==> config.mk <==
export PLATFORM = sky130hd
export DESIGN_NAME = bog_div
export DESIGN_NICKNAME = d
export VERILOG_FILES = /design/src/design/bog_div.sv
export SDC_FILE = /design/constraint.sdc
export NUM_CORES = 1
export LEC_CHECK = 0
export BUFFER_PORTS_ARGS = -buffer_cell sky130_fd_sc_hd__buf_2
export CAP_MARGIN = 25
export CORE_MARGIN = 2
export CORE_UTILIZATION = 62
export CTS_CLUSTER_DIAMETER = 80
export DETAILED_ROUTE_END_ITERATION = 10
export PLACE_DENSITY_LB_ADDON = 0.05
export SYNTH_ARGS = -nofsm -noshare
export SYNTH_HDL_FRONTEND = slang
export SYNTH_SLANG_ARGS = --single-unit
==> constraint.sdc <==
create_clock -name clk -period 6.85 [get_ports clk]
set_clock_uncertainty 0.2 [all_clocks]
set_input_delay 0.3425 -clock clk [delete_from_list [all_inputs] [get_ports clk]]
set_output_delay 0.3425 -clock clk [all_outputs]
set_load 0.005 [all_outputs]
==> src/design/bog_div.sv <==
// Restoring divider for signed 13-bit difference by 5-bit rate, truncating.
// Depends on nothing; one quotient bit per cycle.
module bog_div (
  input  logic               clk,
  input  logic               rst_n,
  input  logic               start,
  input  logic signed [12:0] dividend,
  input  logic [4:0]         divisor,
  output logic               done,
  output logic signed [12:0] quotient
);
  logic [11:0] rem_r, rem_nxt;
  logic [12:0] q_r, q_nxt;
  logic [4:0]  dv_r;
  logic        neg_r;
  logic [3:0]  cnt_r;
  logic        busy_r;
  logic [12:0] mag;
  logic [12:0] trial;
  logic [12:0] part;

  assign mag = dividend[12] ? 13'(-dividend) : 13'(dividend);
  // next partial remainder
  assign part  = {rem_r, q_r[12]};
  assign trial = part - {8'd0, dv_r};

  always_comb begin
    if (!trial[12]) begin
      rem_nxt = trial[11:0];
      q_nxt   = {q_r[11:0], 1'b1};
    end else begin
      rem_nxt = part[11:0];
      q_nxt   = {q_r[11:0], 1'b0};
    end
  end

  always_ff @(posedge clk) begin
    if (!rst_n) begin
      busy_r <= 1'b0;
      cnt_r  <= '0;
    end else if (start) begin
      busy_r <= 1'b1;
      cnt_r  <= 4'd0;
    end else if (busy_r) begin
      cnt_r <= cnt_r + 4'd1;
      if (cnt_r == 4'd12) busy_r <= 1'b0;
    end
  end

  always_ff @(posedge clk) begin
    if (start) begin
      rem_r <= '0;
      q_r   <= mag;
      dv_r  <= (divisor == 5'd0) ? 5'd1 : divisor;
      neg_r <= dividend[12];
    end else if (busy_r) begin
      rem_r <= rem_nxt;
      q_r   <= q_nxt;
    end
  end

  assign done     = !busy_r && !start;
  assign quotient = neg_r ? -$signed(q_r) : $signed(q_r);
endmodule

### After elaboration in Yosys (flattened, before gate mapping)

Index checks and enable logic that the tools add are counted.

* output and inout bits: 14
* register bits after elaboration: 36
* word-level logic and storage cells: 27

* mux-type cells: 9
* equality and inequality tests: 1
* add/subtract/negate cells: 4
* bitwise operators: 1
* reduce and logical (&&, ||, !) cells: 6

Operators with widths (count)
* $mux 13: 4
* $neg 13->13: 2
* $sub 13x5->13: 1
* $mux 12: 1
* $logic_not 5->1: 1
* $add 4x1->4 const B: 1
* $eq 4x4->1 const B: 1
* $mux 1: 4
* $logic_not 1->1: 2
* $reduce_bool 2->1: 1
* $reduce_or 2->1: 1
* $logic_and 1x1->1: 1
* $not 1->1: 1

### Longest topological paths before layout

Gate-level depths: netlist of the first run.

* depth in word-level cells: 4
* gate-level depth with buffers: 9
* mapped depth without buffers: 8

### Worst setup path after synthesis of the first run

No wires, ideal clock.

* kind: reg2reg
* from: reg q_r[12]
* to: reg q_r[0], data pin
* slack: 4235 ps
* arrival: 2155 ps
* stages on the path, launching flop included: 10
* library setup time: 260 ps
* data required time: 6390 ps
* path through: edfxtp_1 -> inv_1 -> ha_1 -> fa_1 -> or2b_2 -> a21oi_1 -> buf_4 -> o31ai_1 -> and2_4 -> mux2_2

* longest elaborated chain between the ends: 4

Ends and longest elaborated chain
* start, declared: line 13 `logic [12:0] q_r, q_nxt;`
* start signal, assigned: line 53 `q_r <= mag;`
* start signal, assigned: line 58 `q_r <= q_nxt;`
* $sub 13x5->13: line 25 `assign trial = part - {8'd0, dv_r};`
* $mux 1: line 28 `if (!trial[12]) begin`
* $mux 13: line 56 `end else if (busy_r) begin`
* $mux 13: line 51 `if (start) begin`

Every way passes these cells. The select of a mux whose other input is x is not followed.
A chain may end at the register's enable or synchronous reset.

### Worst setup path after layout of the first run

Ends and elaborated chain as after synthesis.

==> metrics.json, run 1 <==
{
  "synth.top_cell.area_share": 0.227,
  "seq_power_share": 0.365,
  "postRouteWirelength_mm": 5.09,
  "portBuffers": 34,
  "grt_max_degree": 42,
  "die_area_um2": 4580,
  "antenna_violating_nets_post_route": 0,
  "post_route_cells_drive_above_1_share": 0.172,
  "synthesis.area_um2": 2510,
  "power_frac_comb": 0.435,
  "cts_num_sinks": 36,
  "postSynthAreaPerCell_um2": 8.78,
  "clk_pin_slew_worst_paths_ns": 0.07,
  "worst_hold_path_type": "in2reg",
  "r2r_cells": 8,
  "fmax_mhz": 317,
  "synth.ff_latch_count": 36,
  "rsz0062_at_grt": "false",
  "drt_iter0_markers": 157,
  "critical_path.max_stage_delay_ns": 0.56,
  "clock_power_share": 0.200,
  "numCtsBuffers": 5,
  "cts.repair.resized": 0,
  "yosysSeqAreaShare": 0.363,
  "antenna-diode-count": 0,
  "pin_count": 35,
  "report.final.slew_viol_count": 0,
  "place_inst": 351,
  "timing.critical_path.from_type": "flip-flop",
  "result_of_the_run": "completed",
  "post_synthesis_compound_gate_area_fraction": 0.190,
  "gp_congestion": 0.857,
  "cts_hold_buffers": 0,
  "synth.yosys.warnings": 0,
  "track_usage": 0.237,
  "cap_viol_max_count": 0,
  "layout_cells_excl_fill": 359,
  "clock_tree_from_tritoncts": "built",
  "async_set_reset_flop_share_out_of_synthesis": 0,
  "library_cell_with_the_highest_instance_count_after_synthesis": "sky130_fd_sc_hd__nor2_1",
  "static-leakage-power_nw": 1.10,
  "detailedPlacementHpwl_mm": 3.86,
  "arrival_ns": 2.99,
  "fp.coreArea_um2": 3940,
  "later_pin_clock_latency_in_the_skew_report_ns": 0.28,
  "finalPower_uw": 956,
  "finish.net_count": 339,
  "grt_first_pass_wirelength_mm": 8.05,
  "p_int_uw": 582,
  "grt_overflow": 0,
  "cp_cell_sequence": "inv_1 > ha_1 > fa_1 > or2b_2 > a21oi_1 > o31ai_1 > and2_4 > mux2_2",
  "synth-main-ff-cell": "sky130_fd_sc_hd__edfxtp_1",
  "synth_top_cells_by_area": "sky130_fd_sc_hd__edfxtp_1 (23%), sky130_fd_sc_hd__dfxtp_1 (14%), sky130_fd_sc_hd__nor2_1 (5.2%)",
  "synth_top_family_by_area": "simple AND/OR/NAND/NOR gates",
  "timing.final.crit_period_ns": 3.15,
  "critical_path.max_fanout": 11,
  "clk_root_buffer_cell": "sky130_fd_sc_hd__clkbuf_8",
  "synth-xor-area-share": 0.0907,
  "critical-path-slowest-cell": "sky130_fd_sc_hd__a21oi_1",
  "timing.final.setup_violations": 0,
  "worst_ir_drop_vdd_mv": 0.190,
  "grt_pass1_vias": 1732,
  "sw_frac_of_total": 0.391,
  "post-cts-setup-buffers": 0,
  "initial_antenna_violation_count": 0,
  "critical_path_depth": 8,
  "synth_top_area_cell": "sky130_fd_sc_hd__edfxtp_1",
  "synth-edff-count": 19,
  "start_util": 0.637,
  "hold-path-cell-count": 1,
  "synth_cell_type_count": 61,
  "fin_crit_sh": 0.460,
  "post_synth_mux_area_share": 0.0164,
  "timing.final.hold_violations": 0,
  "power-per-cell-area_nw_per_um2": 349,
  "power.net_switching_uw": 374,
  "wl_per_cell_um": 14.2,
  "fp-row-count": 23,
  "fp.dieW_um": 67.6,
  "drc": 0,
  "netlist_instances": 286,
  "endpoint_kind": "flip-flop",
  "clk_path_buf_depth": 2,
  "vias": 2071,
  "via_per_inst": 5.77,
  "timing.critical_path.buf_inv": 1,
  "cts_htree_levels": 2,
  "max_slew_margin": 0.517,
  "kind_of_critical_path": "reg2reg",
  "tightest_slew_ns": 0.724,
  "timing.critical_path.required_ns": 6.69,
  "postSynthNetCount": 317,
  "die_height_um": 67.6,
  "finalSetupTns_ns": 0,
  "synthSimpleGateAreaFrac": 0.210,
  "synth_adder_area_share": 0.0528,
  "synth_commonest_cells": "sky130_fd_sc_hd__nor2_1 (35), sky130_fd_sc_hd__nand2_1 (24), sky130_fd_sc_hd__a21oi_1 (20)",
  "cp_top_family": "compound AO/OA/AOI/OAI gates",
  "area_delta_synth_final_pct": 9.07,
  "first_pass_iters": 4
}
-- path summary, 6_finish.rpt --
path / start / endpoint / slack (ns)
worst min register to register: cnt_r[3] / cnt_r[3] / 0.32
worst max register to register: q_r[12] / q_r[0] / 3.70
worst max-delay path: q_r[12] / q_r[0] / 3.70
worst min-delay path: divisor[1] / dv_r[1] / 0.05
-- flip-flops by register name (all words and copies together) (netlist names) --
name	cells
q_r	13
rem_r	12
dv_r	5
cnt_r	4
busy_r	1
neg_r	1
-- per-stage QoR --
stage	area [µm²]	hold WS [ns]	worst slack, ns	util
finish	2740	0.0514	3.70	0.695
global route	2740	0.0540	3.46	0.695
CTS	2740	0.0444	3.72	0.695
detailed placement	2620	0.300	3.73	0.665
global placement	2620	0.300	3.79	0.665
floorplan	2510	0.241	4.24	-
-- cell families after synthesis --
| family | count (synthesis) |
|---|---|
| adder cells (fa/ha/maj) | 10 |
| buffers and inverters | 38 |
| XOR/XNOR | 26 |
| AND/OR/NAND/NOR | 102 |
| multiplexers | 4 |
| AO/OA/AOI/OAI | 70 |
| flip-flops | 36 |
-- placed cells by master (no fill, tap or decap), drive strengths merged, types with 6 or more instances in the layout --
master and n:
a21oi 20, buf 34, clkbuf 6, dfxtp 17
edfxtp 19, ha 9, inv 19, nand2 25
nor2 36, nor3 6, o21ai 13, o31ai 6
xnor2 14, xor2 12
-- layer usage --
layer,share of wire,up-vias,wire length [µm],GRT usage
li1,-,1073,-,-
met3,0.048,5,245,0.0350
met1,0.49,933,2520,0.339
met5,0,-,0,0
met4,0.010,0,53,0.0689
met2,0.45,60,2270,0.369
-- worst reg2reg max path, stage by stage, from the launching register on --
cell and delay (ns):
sky130_fd_sc_hd__edfxtp_1 0.37, sky130_fd_sc_hd__inv_1 0.07, sky130_fd_sc_hd__ha_1 0.22, sky130_fd_sc_hd__fa_1 0.39, sky130_fd_sc_hd__or2b_2 0.32, sky130_fd_sc_hd__a21oi_1 0.56
sky130_fd_sc_hd__o31ai_1 0.30, sky130_fd_sc_hd__and2_4 0.24, sky130_fd_sc_hd__mux2_2 0.25
-- power groups by stage --
| stage | sequential (mW) | combinational, mW | clock (mW) |
|---|---|---|---|
| 2_1_floorplan | 0.324 | 0.358 | 0 |
| 3_3_place_gp | 0.352 | 0.402 | 0 |
| 3_5_place_dp | 0.352 | 0.413 | 0 |
| 4_1_cts | 0.348 | 0.414 | 0.193 |
| 5_1_grt | 0.359 | 0.468 | 0.201 |
| 6_report | 0.349 | 0.415 | 0.191 |
-- area by class of cell --
type | count | area [µm²]
Tap cell | 50 | 62.6
Inverter | 19 | 71.3
Sequential cell | 36 | 911
Fill cell | 334 | 1200
Multi-Input combinational cell | 212 | 1410
Clock buffer | 6 | 82.6
Timing Repair Buffer | 34 | 170
Clock inverter | 2 | 33.8
(Power assumes the default switching activity.)
==> inputs of run 2 (changes only) <==
- CORE_UTILIZATION: 62 -> 52
- clock period: 6.85 -> 2.8 ns (I/O delays scaled with it)
==> run 2 against run 1 <==
  * Utilization decreased by 9.4 points
  * Clock power increased by 87%
  * Routed wire length increased by 10%
  * Combinational power increased to 2.6 times the previous value
==> metrics.json, run 2 (same netlist as run 1, synthesis figures left out) <==
{
  "result_of_the_run": "completed",
  "finish.net_count": {"value": 351, "change": "+3.5%"},
  "first_pass_iters": {"value": 6, "change": "+2"},
  "critical_path.max_fanout": {"value": 8, "change": "-3"},
  "fp-row-count": {"value": 25, "change": "+8.7%"},
  "die_height": {"value": 73.5, "unit": "µm", "change": "+8.6%"},
  "detailedPlacementHpwl": {"value": 4.08, "unit": "mm", "change": "+5.8%"},
  "tightest_slew": {"value": 0.687, "unit": "ns", "change": "-0.0373 ns"},
  "pin_count": {"value": 35, "change": "unchanged"},
  "timing.final.setup_violations": {"value": 0, "change": "unchanged"},
  "kind_of_critical_path": "reg2reg",
  "antenna_violating_nets_post_route": {"value": 0, "change": "unchanged"},
  "rr_endpoint": "rem_r[9]",
  "vias": {"value": 2156, "change": "+4.1%"},
  "timing.critical_path.from_type": "flip-flop",
  "post_route_cells_drive_above_1_share": {"value": 0.184, "change": "+0.0123"},
  "gp_congestion": {"value": 0.816, "change": "-4.9%"},
  "grt_pass1_vias": {"value": 1988, "change": "+15%"},
  "finalPower": {"value": 2.29, "unit": "mW", "change": "+140%"},
  "grt_max_degree": {"value": 33, "change": "-21%"},
  "timing.final.hold_violations": {"value": 0, "change": "unchanged"},
  "crit-reg2reg-launch": "q_r[12]",
  "power-per-cell-area": {"value": 811, "unit": "nW/µm²", "change": "+130%"},
  "fp.coreArea": {"value": 4690, "unit": "µm²", "change": "+19%"},
  "cap_viol_max_count": {"value": 0, "change": "unchanged"},
  "clk_root_buffer_cell": "sky130_fd_sc_hd__clkbuf_8",
  "worst_hold_path_type": "in2reg",
  "portBuffers": {"value": 34, "change": "unchanged"},
  "worst_ir_drop_vdd": {"value": 0.391, "unit": "mV", "change": "+110%"},
  "grt_overflow": {"value": 0, "change": "unchanged"},
  "postRouteWirelength": {"value": 5.61, "unit": "mm", "change": "+10%"},
  "clock_tree_from_tritoncts": "built",
  "drt_iter0_markers": {"value": 128, "change": "-18%"},
  "drc": {"value": 0, "change": "unchanged"},
  "fin_crit_sh": {"value": 0.936, "change": "+0.475"},
  "hp-start": "dividend[0]",
  "via_per_inst": {"value": 5.75, "change": "-0.34%"},
  "arrival": {"value": 2.60, "unit": "ns", "change": "-0.39 ns"},
  "fmax": {"value": 382, "unit": "MHz", "change": "+20%"},
  "hold-path-cell-count": {"value": 2, "change": "+1"},
  "grt_first_pass_wirelength": {"value": 9.60, "unit": "mm", "change": "+19%"},
  "holdPathEnd": "q_r[0]",
  "clk_pin_slew_worst_paths": {"value": 0.08, "unit": "ns", "change": "about the same"},
  "largest_register_ffs": {"value": 13, "change": "unchanged"},
  "initial_antenna_violation_count": {"value": 0, "change": "unchanged"},
  "die_area": {"value": 5400, "unit": "µm²", "change": "+18%"},
  "post-cts-setup-buffers": {"value": 0, "change": "unchanged"},
  "area_delta_synth_final_pct": 12.2,
  "timing.critical_path.required": {"value": 2.78, "unit": "ns", "change": "-3.91 ns"},
  "top_regs": "q_r x13, rem_r x12, dv_r x5",
  "reg2reg_setup_slack": {"value": 0.18, "unit": "ns", "change": "-3.52 ns"},
  "endpoint_kind": "flip-flop",
  "wl_per_cell": {"value": 15.0, "unit": "µm", "change": "+5.6%"},
  "max_slew_margin": {"value": 0.542, "change": "+0.0248"},
  "mostFrequentLayoutCells": "sky130_fd_sc_hd__nor2_1 (35), sky130_fd_sc_hd__buf_2 (34), sky130_fd_sc_hd__nand2_1 (24)",
  "antenna-diode-count": {"value": 0, "change": "unchanged"},
  "layout.cells.most_common": "sky130_fd_sc_hd__nor2_1",
  "timing.final.crit_period": {"value": 2.62, "unit": "ns", "change": "-0.534 ns"},
  "report.final.slew_viol_count": {"value": 0, "change": "unchanged"},
  "cts_num_sinks": {"value": 36, "change": "unchanged"},
  "rsz0062_at_grt": "false",
  "fp.dieW": {"value": 73.5, "unit": "µm", "change": "+8.6%"},
  "max_flop_register": "q_r",
  "clk_path_buf_depth": {"value": 2, "change": "unchanged"},
  "r2r_cells": {"value": 9, "change": "+1"},
  "static-leakage-power": {"value": 1.13, "unit": "nW", "change": "+3.4%"},
  "start_util": {"value": 0.535, "change": "-0.102"},
  "numCtsBuffers": {"value": 5, "change": "unchanged"},
  "cts_htree_levels": {"value": 2, "change": "unchanged"},
  "later_pin_clock_latency_in_the_skew_report": {"value": 0.29, "unit": "ns", "change": "about the same"},
  "finalSetupTns": {"value": 0, "unit": "ns", "change": "unchanged"},
  "postLayoutCoreUtil": {"value": 0.601, "change": "-0.0942"},
  "track_usage": {"value": 0.232, "change": "-0.00450"}
}
run 2: cell types whose count changed in the layout (fill, tap and decap cells not counted), sizes merged:
| cell | change |
|---|---|
| dlygate4sd3 | +6 |
| buf | +6 |
| bufinv | -1 |
| clkbuf | +1 |
run 2: worst max-delay path: stages, from the launching register on:
cell                       delay (ns)
sky130_fd_sc_hd__edfxtp_1        0.35
sky130_fd_sc_hd__inv_1           0.07
sky130_fd_sc_hd__ha_1            0.22
sky130_fd_sc_hd__fa_1            0.38
sky130_fd_sc_hd__or2b_2          0.33
sky130_fd_sc_hd__a21oi_2         0.19
sky130_fd_sc_hd__buf_4           0.17
sky130_fd_sc_hd__nor4_1          0.05
sky130_fd_sc_hd__a32o_1          0.20
sky130_fd_sc_hd__or3_1           0.33
run 2: metrics by stage:
step	hold slack, ns	instance area (µm²)	worst slack [ns]	cells
2_1_floorplan	0.0389	2510	0.185	286
3_3_place_gp	0.135	2670	0.151	361
3_5_place_dp	0.135	2670	0.123	361
4_1_cts	0.00642	2810	0.109	375
5_1_grt	0.0255	2820	0.0175	375
6_report	0.0197	2820	0.180	375
run 2: cell type report:
type	instances	area [µm²]
multi-input combinational	212	1410
tap	54	67.6
timing repair buffer	46	275
clock buffer	7	76.3
fill	416	1870
inverter	19	71.3
clock inverter	1	5.00
sequential	36	911
run 2: metal layers:
metal  routed length, µm  vias to the layer above  global-route usage  share of wire
li1                    -                     1092                   -              -
met1                2790                     1002               0.347           0.50
met2                2510                       58               0.338           0.45
met3                 268                        4              0.0508          0.048
met4                  48                        0              0.0626         0.0086
met5                   0                        -                   0              0
run 2: how the worst max path moves through the flow:
stage	endpoint	slack, ns	startpoint
after floorplan	q_r[0]	0.19	q_r[12]
after global placement	rem_r[9]	0.15	q_r[12]
after detailed placement	rem_r[9]	0.12	q_r[12]
after CTS	rem_r[9]	0.11	q_r[12]
after global routing	rem_r[9]	0.02	q_r[12]
final	rem_r[9]	0.18	q_r[12]
run 2: what timing repair did:
item,4_1_cts,5_1_grt
endpoints found under the setup margin,0,5
hold endpoints to repair,10,0
resized for setup,0,1
hold buffers,6,0
run 2: where the power goes:
group / switching [mW] / internal (mW) / total [mW]
combinational: 0.578 / 0.488 / 1.07
clock: 0.183 / 0.175 / 0.358
sequential: 0.184 / 0.678 / 0.862
total: 0.945 / 1.34 / 2.29
